**src/hdl/mrd_pkg.sv**
```systemverilog
`default_nettype none
package mrd_pkg;

   localparam int TOPIC_CAP_DEF     = 128;
   localparam int PAYLOAD_CAP_DEF   = 256;
   localparam int MAX_LEN_BYTES_DEF = 4;

   localparam int BYTES_LEFT_W = 28;
   localparam int TOPIC_LEN_W  = 16;

   typedef enum logic [1:0] {
      PH_TYPE = 2'd0,
      PH_LEN  = 2'd1,
      PH_BODY = 2'd2
   } phase_type;

   typedef enum logic [2:0] {
      EV_NONE       = 3'd0,
      EV_CONNACK_OK = 3'd1,
      EV_PINGRESP   = 3'd2,
      EV_PUBLISH    = 3'd3,
      EV_SUBACK     = 3'd4,
      EV_MALFORMED  = 3'd5
   } event_type;

   typedef enum logic [1:0] {
      ROLE_NONE    = 2'd0,
      ROLE_TOPIC   = 2'd1,
      ROLE_PAYLOAD = 2'd2
   } role_type;

   localparam logic [3:0] KIND_CONNACK  = 4'h2;
   localparam logic [3:0] KIND_PUBLISH  = 4'h3;
   localparam logic [3:0] KIND_SUBACK   = 4'h9;
   localparam logic [3:0] KIND_PINGRESP = 4'hD;

endpackage
`default_nettype wire

```
**src/hdl/mrd_req_if.sv**
```systemverilog
`default_nettype none
interface mrd_req_if;
   logic       valid;
   logic       ready;
   logic [7:0] rx_byte;

   modport source (output valid, output rx_byte, input ready);
   modport sink (input valid, input rx_byte, output ready);
endinterface
`default_nettype wire

```
**src/hdl/mrd_rsp_if.sv**
```systemverilog
`default_nettype none
interface mrd_rsp_if;
   logic       valid;
   logic       ready;
   logic [7:0] data_byte;
   logic [1:0] data_role;
   logic [2:0] event_res;
   logic       packet_end;
   logic [6:0] kept_topic_len;
   logic [7:0] kept_payload_len;

   modport source (output valid, output data_byte, output data_role, output event_res,
                   output packet_end, output kept_topic_len, output kept_payload_len,
                   input ready);
   modport sink (input valid, input data_byte, input data_role, input event_res,
                 input packet_end, input kept_topic_len, input kept_payload_len,
                 output ready);
endinterface
`default_nettype wire

```
**src/hdl/mqtt_receive_deframer_core.sv**
```systemverilog
`default_nettype none
// Each accepted byte gives its result transaction in the following cycle.
// One byte per cycle unless rsp stalls; the header/body state register updates
// in the same cycle the byte is accepted, and the result register frees on rsp ready.
// Reset (synchronous, active high): parser waits for a type byte, all counters clear,
// and no result is pending. No clearing pass is needed.
module mqtt_receive_deframer_core #(
   parameter int TOPIC_CAP     = mrd_pkg::TOPIC_CAP_DEF,
   parameter int PAYLOAD_CAP   = mrd_pkg::PAYLOAD_CAP_DEF,
   parameter int MAX_LEN_BYTES = mrd_pkg::MAX_LEN_BYTES_DEF
) (
   input  wire        clock,
   input  wire        reset,
   mrd_req_if.sink    req_chan,
   mrd_rsp_if.source  rsp_chan
);

   localparam int TK_W = $clog2(TOPIC_CAP);
   localparam int PK_W = $clog2(PAYLOAD_CAP);
   localparam int BL_W = mrd_pkg::BYTES_LEFT_W;
   localparam int TL_W = mrd_pkg::TOPIC_LEN_W;

   mrd_pkg::phase_type phase_ff, phase_in;
   logic [3:0]       kind_ff, kind_in;
   logic [BL_W-1:0]  left_ff, left_in;
   logic [1:0]       shift_ff, shift_in;
   logic [1:0]       bidx_ff, bidx_in;
   logic             rc_ok_ff, rc_ok_in;
   logic [TL_W-1:0]  tlen_ff, tlen_in;
   logic [TL_W-1:0]  tleft_ff, tleft_in;
   logic             pvalid_ff, pvalid_in;
   logic [TK_W-1:0]  tkept_ff, tkept_in;
   logic [PK_W-1:0]  pkept_ff, pkept_in;

   logic             rsp_valid_ff;
   logic [7:0]       data_byte_ff, data_byte_in;
   logic [1:0]       data_role_ff;
   logic [2:0]       event_ff;
   logic             end_ff, end_in;
   logic [6:0]       ktl_ff, ktl_in;
   logic [7:0]       kpl_ff, kpl_in;

   mrd_pkg::role_type  role_in;
   mrd_pkg::event_type ev_in;

   logic             accept;
   logic [7:0]       b;
   logic [BL_W-1:0]  grp;
   logic [BL_W-1:0]  left_or;
   logic [BL_W-1:0]  left_dec;
   logic [TL_W-1:0]  tlen_new;
   logic [TK_W+6:0]  tk_ext;
   logic [PK_W+7:0]  pk_ext;

   assign req_chan.ready = !rsp_valid_ff || rsp_chan.ready;
   assign accept         = req_chan.valid && req_chan.ready;
   assign b              = req_chan.rx_byte;

   always_comb begin
      unique case (shift_ff)
         2'd0: grp = {21'd0, b[6:0]};
         2'd1: grp = {14'd0, b[6:0], 7'd0};
         2'd2: grp = {7'd0, b[6:0], 14'd0};
         2'd3: grp = {b[6:0], 21'd0};
         default: grp = '0;
      endcase
   end

   assign left_or  = left_ff | grp;
   assign left_dec = (left_ff != '0) ? left_ff - BL_W'(1) : '0;
   assign tlen_new = {tlen_ff[TL_W-1:8], b};

   always_comb begin
      phase_in  = phase_ff;
      kind_in   = kind_ff;
      left_in   = left_ff;
      shift_in  = shift_ff;
      bidx_in   = bidx_ff;
      rc_ok_in  = rc_ok_ff;
      tlen_in   = tlen_ff;
      tleft_in  = tleft_ff;
      pvalid_in = pvalid_ff;
      tkept_in  = tkept_ff;
      pkept_in  = pkept_ff;
      role_in   = mrd_pkg::ROLE_NONE;
      ev_in     = mrd_pkg::EV_NONE;
      end_in    = 1'b0;

      unique case (phase_ff)
         mrd_pkg::PH_LEN: begin
            left_in = left_or;
            if (b[7]) begin
               shift_in = shift_ff + 2'd1;
               if ({1'b0, shift_ff} + 3'd1 >= 3'(MAX_LEN_BYTES)) begin
                  ev_in    = mrd_pkg::EV_MALFORMED;
                  end_in   = 1'b1;
                  phase_in = mrd_pkg::PH_TYPE;
               end
            end else begin
               bidx_in   = '0;
               rc_ok_in  = 1'b0;
               tlen_in   = '0;
               tleft_in  = '0;
               pvalid_in = 1'b0;
               tkept_in  = '0;
               pkept_in  = '0;
               if (left_or == '0) begin
                  end_in   = 1'b1;
                  phase_in = mrd_pkg::PH_TYPE;
                  if (kind_ff == mrd_pkg::KIND_PINGRESP) ev_in = mrd_pkg::EV_PINGRESP;
               end else begin
                  phase_in = mrd_pkg::PH_BODY;
               end
            end
         end
         mrd_pkg::PH_BODY: begin
            if (bidx_ff != 2'd3) bidx_in = bidx_ff + 2'd1;
            left_in = left_dec;
            if (kind_ff == mrd_pkg::KIND_CONNACK) begin
               if (bidx_ff == 2'd1) rc_ok_in = (b == 8'd0);
            end else if (kind_ff == mrd_pkg::KIND_PUBLISH) begin
               if (bidx_ff == 2'd0) begin
                  tlen_in = {b, 8'd0};
               end else if (bidx_ff == 2'd1) begin
                  tlen_in   = tlen_new;
                  tleft_in  = tlen_new;
                  pvalid_in = (left_dec >= BL_W'(tlen_new));
               end else if (pvalid_ff) begin
                  if (tleft_ff != '0) begin
                     tleft_in = tleft_ff - TL_W'(1);
                     if (tkept_ff < TK_W'(TOPIC_CAP - 1)) begin
                        role_in  = mrd_pkg::ROLE_TOPIC;
                        tkept_in = tkept_ff + TK_W'(1);
                     end
                  end else if (pkept_ff < PK_W'(PAYLOAD_CAP - 1)) begin
                     role_in  = mrd_pkg::ROLE_PAYLOAD;
                     pkept_in = pkept_ff + PK_W'(1);
                  end
               end
            end
            if (left_dec == '0) begin
               end_in   = 1'b1;
               phase_in = mrd_pkg::PH_TYPE;
               priority if (kind_ff == mrd_pkg::KIND_CONNACK) begin
                  if (bidx_ff != 2'd0 && rc_ok_in) ev_in = mrd_pkg::EV_CONNACK_OK;
               end else if (kind_ff == mrd_pkg::KIND_PINGRESP) begin
                  ev_in = mrd_pkg::EV_PINGRESP;
               end else if (kind_ff == mrd_pkg::KIND_PUBLISH) begin
                  if (bidx_ff != 2'd0 && pvalid_in) ev_in = mrd_pkg::EV_PUBLISH;
               end else if (kind_ff == mrd_pkg::KIND_SUBACK) begin
                  ev_in = mrd_pkg::EV_SUBACK;
               end else begin
                  // other kinds: close the packet silently
                  ev_in = mrd_pkg::EV_NONE;
               end
            end
         end
         default: begin
            // type byte: flags nibble ignored
            kind_in  = b[7:4];
            left_in  = '0;
            shift_in = '0;
            phase_in = mrd_pkg::PH_LEN;
         end
      endcase
   end

   assign tk_ext       = {7'd0, tkept_in};
   assign pk_ext       = {8'd0, pkept_in};
   assign data_byte_in = (role_in != mrd_pkg::ROLE_NONE) ? b : 8'd0;
   assign ktl_in       = (ev_in == mrd_pkg::EV_PUBLISH) ? tk_ext[6:0] : 7'd0;
   assign kpl_in       = (ev_in == mrd_pkg::EV_PUBLISH) ? pk_ext[7:0] : 8'd0;

   always_ff @(posedge clock) begin
      if (reset) begin
         phase_ff  <= mrd_pkg::PH_TYPE;
         kind_ff   <= '0;
         left_ff   <= '0;
         shift_ff  <= '0;
         bidx_ff   <= '0;
         rc_ok_ff  <= 1'b0;
         tlen_ff   <= '0;
         tleft_ff  <= '0;
         pvalid_ff <= 1'b0;
         tkept_ff  <= '0;
         pkept_ff  <= '0;
      end else if (accept) begin
         phase_ff  <= phase_in;
         kind_ff   <= kind_in;
         left_ff   <= left_in;
         shift_ff  <= shift_in;
         bidx_ff   <= bidx_in;
         rc_ok_ff  <= rc_ok_in;
         tlen_ff   <= tlen_in;
         tleft_ff  <= tleft_in;
         pvalid_ff <= pvalid_in;
         tkept_ff  <= tkept_in;
         pkept_ff  <= pkept_in;
      end
   end

   always_ff @(posedge clock) begin
      if (reset) begin
         rsp_valid_ff <= 1'b0;
      end else if (accept) begin
         rsp_valid_ff <= 1'b1;
      end else if (rsp_chan.ready) begin
         rsp_valid_ff <= 1'b0;
      end
   end

   // hold the result payload until its transaction completes
   always_ff @(posedge clock) begin
      if (accept) begin
         data_byte_ff <= data_byte_in;
         data_role_ff <= role_in;
         event_ff     <= ev_in;
         end_ff       <= end_in;
         ktl_ff       <= ktl_in;
         kpl_ff       <= kpl_in;
      end
   end

   assign rsp_chan.valid            = rsp_valid_ff;
   assign rsp_chan.data_byte        = data_byte_ff;
   assign rsp_chan.data_role        = data_role_ff;
   assign rsp_chan.event_res        = event_ff;
   assign rsp_chan.packet_end       = end_ff;
   assign rsp_chan.kept_topic_len   = ktl_ff;
   assign rsp_chan.kept_payload_len = kpl_ff;

endmodule
`default_nettype wire

```
**src/flat_wrapper.sv**
```systemverilog
// flat-port wrapper written by rule: the top's interface ports become plain ports
module mqtt_receive_deframer_core_flat 
#(
   parameter int TOPIC_CAP     = mrd_pkg::TOPIC_CAP_DEF,
   parameter int PAYLOAD_CAP   = mrd_pkg::PAYLOAD_CAP_DEF,
   parameter int MAX_LEN_BYTES = mrd_pkg::MAX_LEN_BYTES_DEF
)
  (clock, reset, req_chan_valid, req_chan_rx_byte, req_chan_ready, rsp_chan_valid, rsp_chan_data_byte, rsp_chan_data_role, rsp_chan_event_res, rsp_chan_packet_end, rsp_chan_kept_topic_len, rsp_chan_kept_payload_len, rsp_chan_ready);
  mrd_req_if req_chan_i ();
  mrd_rsp_if rsp_chan_i ();
  input  wire clock;
  input  wire reset;
  input wire logic [$bits(req_chan_i.valid)-1:0] req_chan_valid;
  input wire logic [$bits(req_chan_i.rx_byte)-1:0] req_chan_rx_byte;
  output wire logic [$bits(req_chan_i.ready)-1:0] req_chan_ready;
  output wire logic [$bits(rsp_chan_i.valid)-1:0] rsp_chan_valid;
  output wire logic [$bits(rsp_chan_i.data_byte)-1:0] rsp_chan_data_byte;
  output wire logic [$bits(rsp_chan_i.data_role)-1:0] rsp_chan_data_role;
  output wire logic [$bits(rsp_chan_i.event_res)-1:0] rsp_chan_event_res;
  output wire logic [$bits(rsp_chan_i.packet_end)-1:0] rsp_chan_packet_end;
  output wire logic [$bits(rsp_chan_i.kept_topic_len)-1:0] rsp_chan_kept_topic_len;
  output wire logic [$bits(rsp_chan_i.kept_payload_len)-1:0] rsp_chan_kept_payload_len;
  input wire logic [$bits(rsp_chan_i.ready)-1:0] rsp_chan_ready;
  assign req_chan_i.valid = req_chan_valid;
  assign req_chan_i.rx_byte = req_chan_rx_byte;
  assign req_chan_ready = req_chan_i.ready;
  assign rsp_chan_valid = rsp_chan_i.valid;
  assign rsp_chan_data_byte = rsp_chan_i.data_byte;
  assign rsp_chan_data_role = rsp_chan_i.data_role;
  assign rsp_chan_event_res = rsp_chan_i.event_res;
  assign rsp_chan_packet_end = rsp_chan_i.packet_end;
  assign rsp_chan_kept_topic_len = rsp_chan_i.kept_topic_len;
  assign rsp_chan_kept_payload_len = rsp_chan_i.kept_payload_len;
  assign rsp_chan_i.ready = rsp_chan_ready;
  mqtt_receive_deframer_core #(.TOPIC_CAP(TOPIC_CAP), .PAYLOAD_CAP(PAYLOAD_CAP), .MAX_LEN_BYTES(MAX_LEN_BYTES)) u_core (.clock(clock), .reset(reset), .req_chan(req_chan_i), .rsp_chan(rsp_chan_i));
endmodule
```
**config.mk**
```make
export PLATFORM = sky130hd
export DESIGN_NAME = mqtt_receive_deframer_core_flat
export DESIGN_NICKNAME = d
export VERILOG_FILES = /design/src/hdl/mrd_pkg.sv /design/src/hdl/mrd_req_if.sv /design/src/hdl/mrd_rsp_if.sv /design/src/hdl/mqtt_receive_deframer_core.sv /design/src/flat_wrapper.sv
export SDC_FILE = /design/constraint.sdc
export NUM_CORES = 1
export LEC_CHECK = 0
export BUFFER_PORTS_ARGS = -buffer_cell sky130_fd_sc_hd__buf_2
export CAP_MARGIN = 15
export CORE_UTILIZATION = 60
export CTS_CLUSTER_DIAMETER = 60
export DETAILED_ROUTE_END_ITERATION = 8
export PLACE_DENSITY = 0.91
export SYNTH_ARGS = -nofsm -noshare
export SYNTH_HDL_FRONTEND = slang
export SYNTH_SLANG_ARGS = --single-unit
```
**constraint.sdc**
```tcl
create_clock -name clock -period 5.1 [get_ports clock]
set_input_delay 0.51 -clock clock [delete_from_list [all_inputs] [get_ports clock]]
set_output_delay 0.51 -clock clock [all_outputs]
set_load 0.005 [all_outputs]
```
==> run metrics <==
status finished, final reports clean; Worst-Skew Late Latency 0.36 ns; initial antenna violation count 0; ANT cells 0; hold path endpoint u_core.rsp_chan.valid; Setup Skew about 0.012 ns; First-pass DRT Iterations 8; drt wl/cell between 15 and 20 µm; period utilization 0.922; Cell Rows 39; Pwr per Cell Area 236 nW/µm²; Netlist Area Pre-Place 7320 µm²; switching portion of total power 0.273; Layout Cells excl Fill 1091; Slowest cell on crit path or4b_1; DRT antenna net count 0; final wirelength between 20000 and 25000 µm; Die Span Y 112 µm; GP Congestion 0.970; min-delay src req_chan_valid; number of buffer and inverter stages on the critical path 1; Fmax roughly 210 MHz; crit-path max FO 17; sequential fraction of design power 0.497; largest net degree at the start of global routing 52; postcts setup bufs 0; Post-Synthesis Cells 948; crit path launch type flop; worst rel slew slack 0.264; Placeable Area 11700 µm²; Compound-Gate Fraction of Synth Area 0.229; sequence of cells on the critical path or4_4 > or4b_1 > nor2_8 > nor2_1 > ha_1 > nand2_1 > o21ai_0 > a21oi_1 > or4_1 > o211ai_1 > o31ai_1 > or4_1 > buf_4 > a311oi_2; crit path kind reg2reg; total grt overflow 0; Max VDD drop 0.000185 V; main combinational cell family by area after synthesis simple AND/OR/NAND/NOR gates; combinational share of power 0.122; die area 12700 µm²; FFs w/ async S/R, synth 0; Synth Area in Adders 0.0495; GRT Util Overall 0.322; fill count 905; share of layout cells above drive strength 1 0.105; Seq/Total Area, Yosys 0.338; setup_tns 0 ns; CTS resizes 0; Final Hold Viols 0; register bit total from synthesis 109; vias per cell 6.82; CTS Buf Count 9; FF/Latch Area approximately 2500 µm²; fin nets 984; vias about 7400; hold buffer count at cts 0; Clock transition at path regs ~0.080 ns; Synth Area in Simple Gates 0.294; Final setup viols 0; Multi-input gate area 4410 µm²; clock group share of total power 0.381; XOR/XNOR Fraction of Synth Area 0.0263; Largest delay share family, worst path simple AND/OR/NAND/NOR gates; reg2reg start u_core.left_ff[16]; max incr delay on CP roughly 0.71 ns; multiplexer area fraction after synthesis 0.00290; Clock Sinks between 100 and 150; Slew @ Worst Pin 1.10 ns; Internal Power 0.00134 W; Slew Viols, Final 0; fin crit period 4.70 ns; worst hold path class in2reg; initial core utilization 0.628; Net Sw Power 0.000503 W; io pins 43; Lkg Pwr roughly 2.9 nW; H-tree depth 3; PortBufs 42; Root Driver clkbuf_16; r2r worst-path depth 14; post-DP HPWL 13100 µm; Worst Hold Depth 3; Detailed Route Iter0 Violations ~1000; EDFF count, synth 29; CP most frequent cell or4_1; R2R Path End u_core.rsp_chan.kept_payload_len[0]; ys flop type dfxtp_1; CP Capture Type flop; DRC violations left 0; Yosys cell types 82; placed insts ~1100; synthesis warning total 0; mean post-synth cell area 7.72 µm²; first-pass GRT wire length 32700 µm; WP depth 14; R2R setup slack 0.40 ns; maximum capacitance violations 0; Die Width about 110 µm; vias in the first global route 6564; CTS Buffer Depth 2; CP required 5.30 ns; crit path DAT 4.90 ns; CTS tree done; Area Overhead vs Synth 6.41%; syn_nets 989; RSZ-0062 raised after global routing false
## registers in the layout, indices dropped and copies added (netlist names), 7 cells and up
signal                            count
u_core.rsp_chan.kept_payload_len      8
u_core.tleft_ff                      16
u_core.rsp_chan.data_byte             8
u_core.tlen_ff                        8
u_core.tkept_ff                       7
u_core.rsp_chan.kept_topic_len        7
u_core.pkept_ff                       8
u_core.left_ff                       28
## cells by family (layout without fill, tap and decap cells)
group / count (synthesis) / in the layout
and+or+nand+nor: 410 / 410
AOI/OAI and AO/OA: 269 / 269
DFF: 109 / 109
buffers and inverters: 107 / 107
adders and majority gates: 29 / 29
xor gates and xnor gates: 22 / 22
muxes: 2 / 2
## tightest hold or removal path: cells and delay by family
kind / cells / cell delay (ns)
AO/OA/AOI/OAI: 1 / 0.05
buffers and inverters: 2 / 0.15
## how the worst max path moves through the flow
stage | start | endpoint
after CTS | u_core.left_ff[16] | u_core.rsp_chan.kept_payload_len[0]
after detailed placement | u_core.left_ff[16] | u_core.rsp_chan.kept_payload_len[0]
after global routing | u_core.left_ff[16] | u_core.rsp_chan.kept_payload_len[0]
after floorplan | u_core.left_ff[17] | u_core.rsp_chan.kept_payload_len[0]
final | u_core.left_ff[16] | u_core.rsp_chan.kept_payload_len[0]
after global placement | u_core.left_ff[16] | u_core.rsp_chan.kept_payload_len[0]
## area by class of cell
type | instances | share of cell area
clock buffers | 12 | 0.0329
flip-flops and latches | 109 | 0.317
multi-input cells | 732 | 0.566
repair buffers | 55 | 0.0395
clock inverters | 4 | 0.00401
well taps | 143 | 0.0230
inverters | 36 | 0.0173
## power by group through the flow
stage               registers (W)  logic [W]  clock network, W
floorplan                0.000933   0.000149                 0
global placement         0.000933   0.000212                 0
detailed placement       0.000934   0.000216                 0
CTS                      0.000914   0.000218          0.000699
global route             0.000916   0.000244          0.000730
finish                   0.000914   0.000224          0.000700
## layer usage
layer  part of all wire  vias up  wire length (µm)  track usage
li1                   -     3439                 -            -
met1               0.40     3401              7990        0.425
met4              0.038        0               753        0.151
met2               0.45      520              8930        0.512
met5                  0        -                 0            0
met3               0.12       83              2330       0.0605
## per-stage QoR
stage | instance area (µm²) | setup WS (ns) | power (W) | hold WS [ns] | util
after floorplan | 7320 | 0.717 | 0.00108 | 0.432 | -
after global placement | 7500 | 0.545 | 0.00115 | 0.439 | 0.643
after detailed placement | 7500 | 0.483 | 0.00115 | 0.443 | 0.643
after CTS | 7790 | 0.444 | 0.00183 | 0.398 | 0.668
after global routing | 7790 | 0.110 | 0.00189 | 0.416 | 0.668
final | 7790 | 0.399 | 0.00184 | 0.395 | 0.668
## cells in the mapped netlist, drive strengths merged (7+ instances only)
cell	n	area, µm²
nor2	119	518
nand2	91	342
a21oi	89	445
dfxtp	80	1600
o21ai	73	369
clkbuf	55	206
nor3	39	210
inv	33	124
edfxtp	29	871
ha	29	363
a22oi	27	203
nand3	25	125
nand4	22	138
nor4	17	128
buf	16	98.8
nand3b	15	113
nand2b	14	87.6
and2	13	81.3
xnor2	13	114
or3	12	80.1
and3	11	68.8
or4	9	75.1
xor2	9	78.8
o211ai	8	60.1
a211oi	7	52.6
a31oi	7	43.8
## cell usage in the layout (no fill, tap or decap), types with 8 or more instances in the layout
master,Yosys,routed
nor4_1,15,15
buf_4,1,13
edfxtp_1,29,29
or3_1,11,11
a22oi_1,27,27
and3_1,11,11
nand4_1,22,22
dfxtp_1,80,80
xnor2_1,13,13
inv_1,32,32
buf_2,9,42
nor2_1,108,108
xor2_1,9,9
o211ai_1,8,8
nand2_1,91,91
nand2b_1,14,14
clkbuf_16,0,9
and2_1,13,13
a21oi_1,89,89
o21ai_0,67,67
nand3b_1,15,15
nand3_1,25,25
ha_1,29,29
nor3_1,36,36
Power figures use the tool's default switching activity.
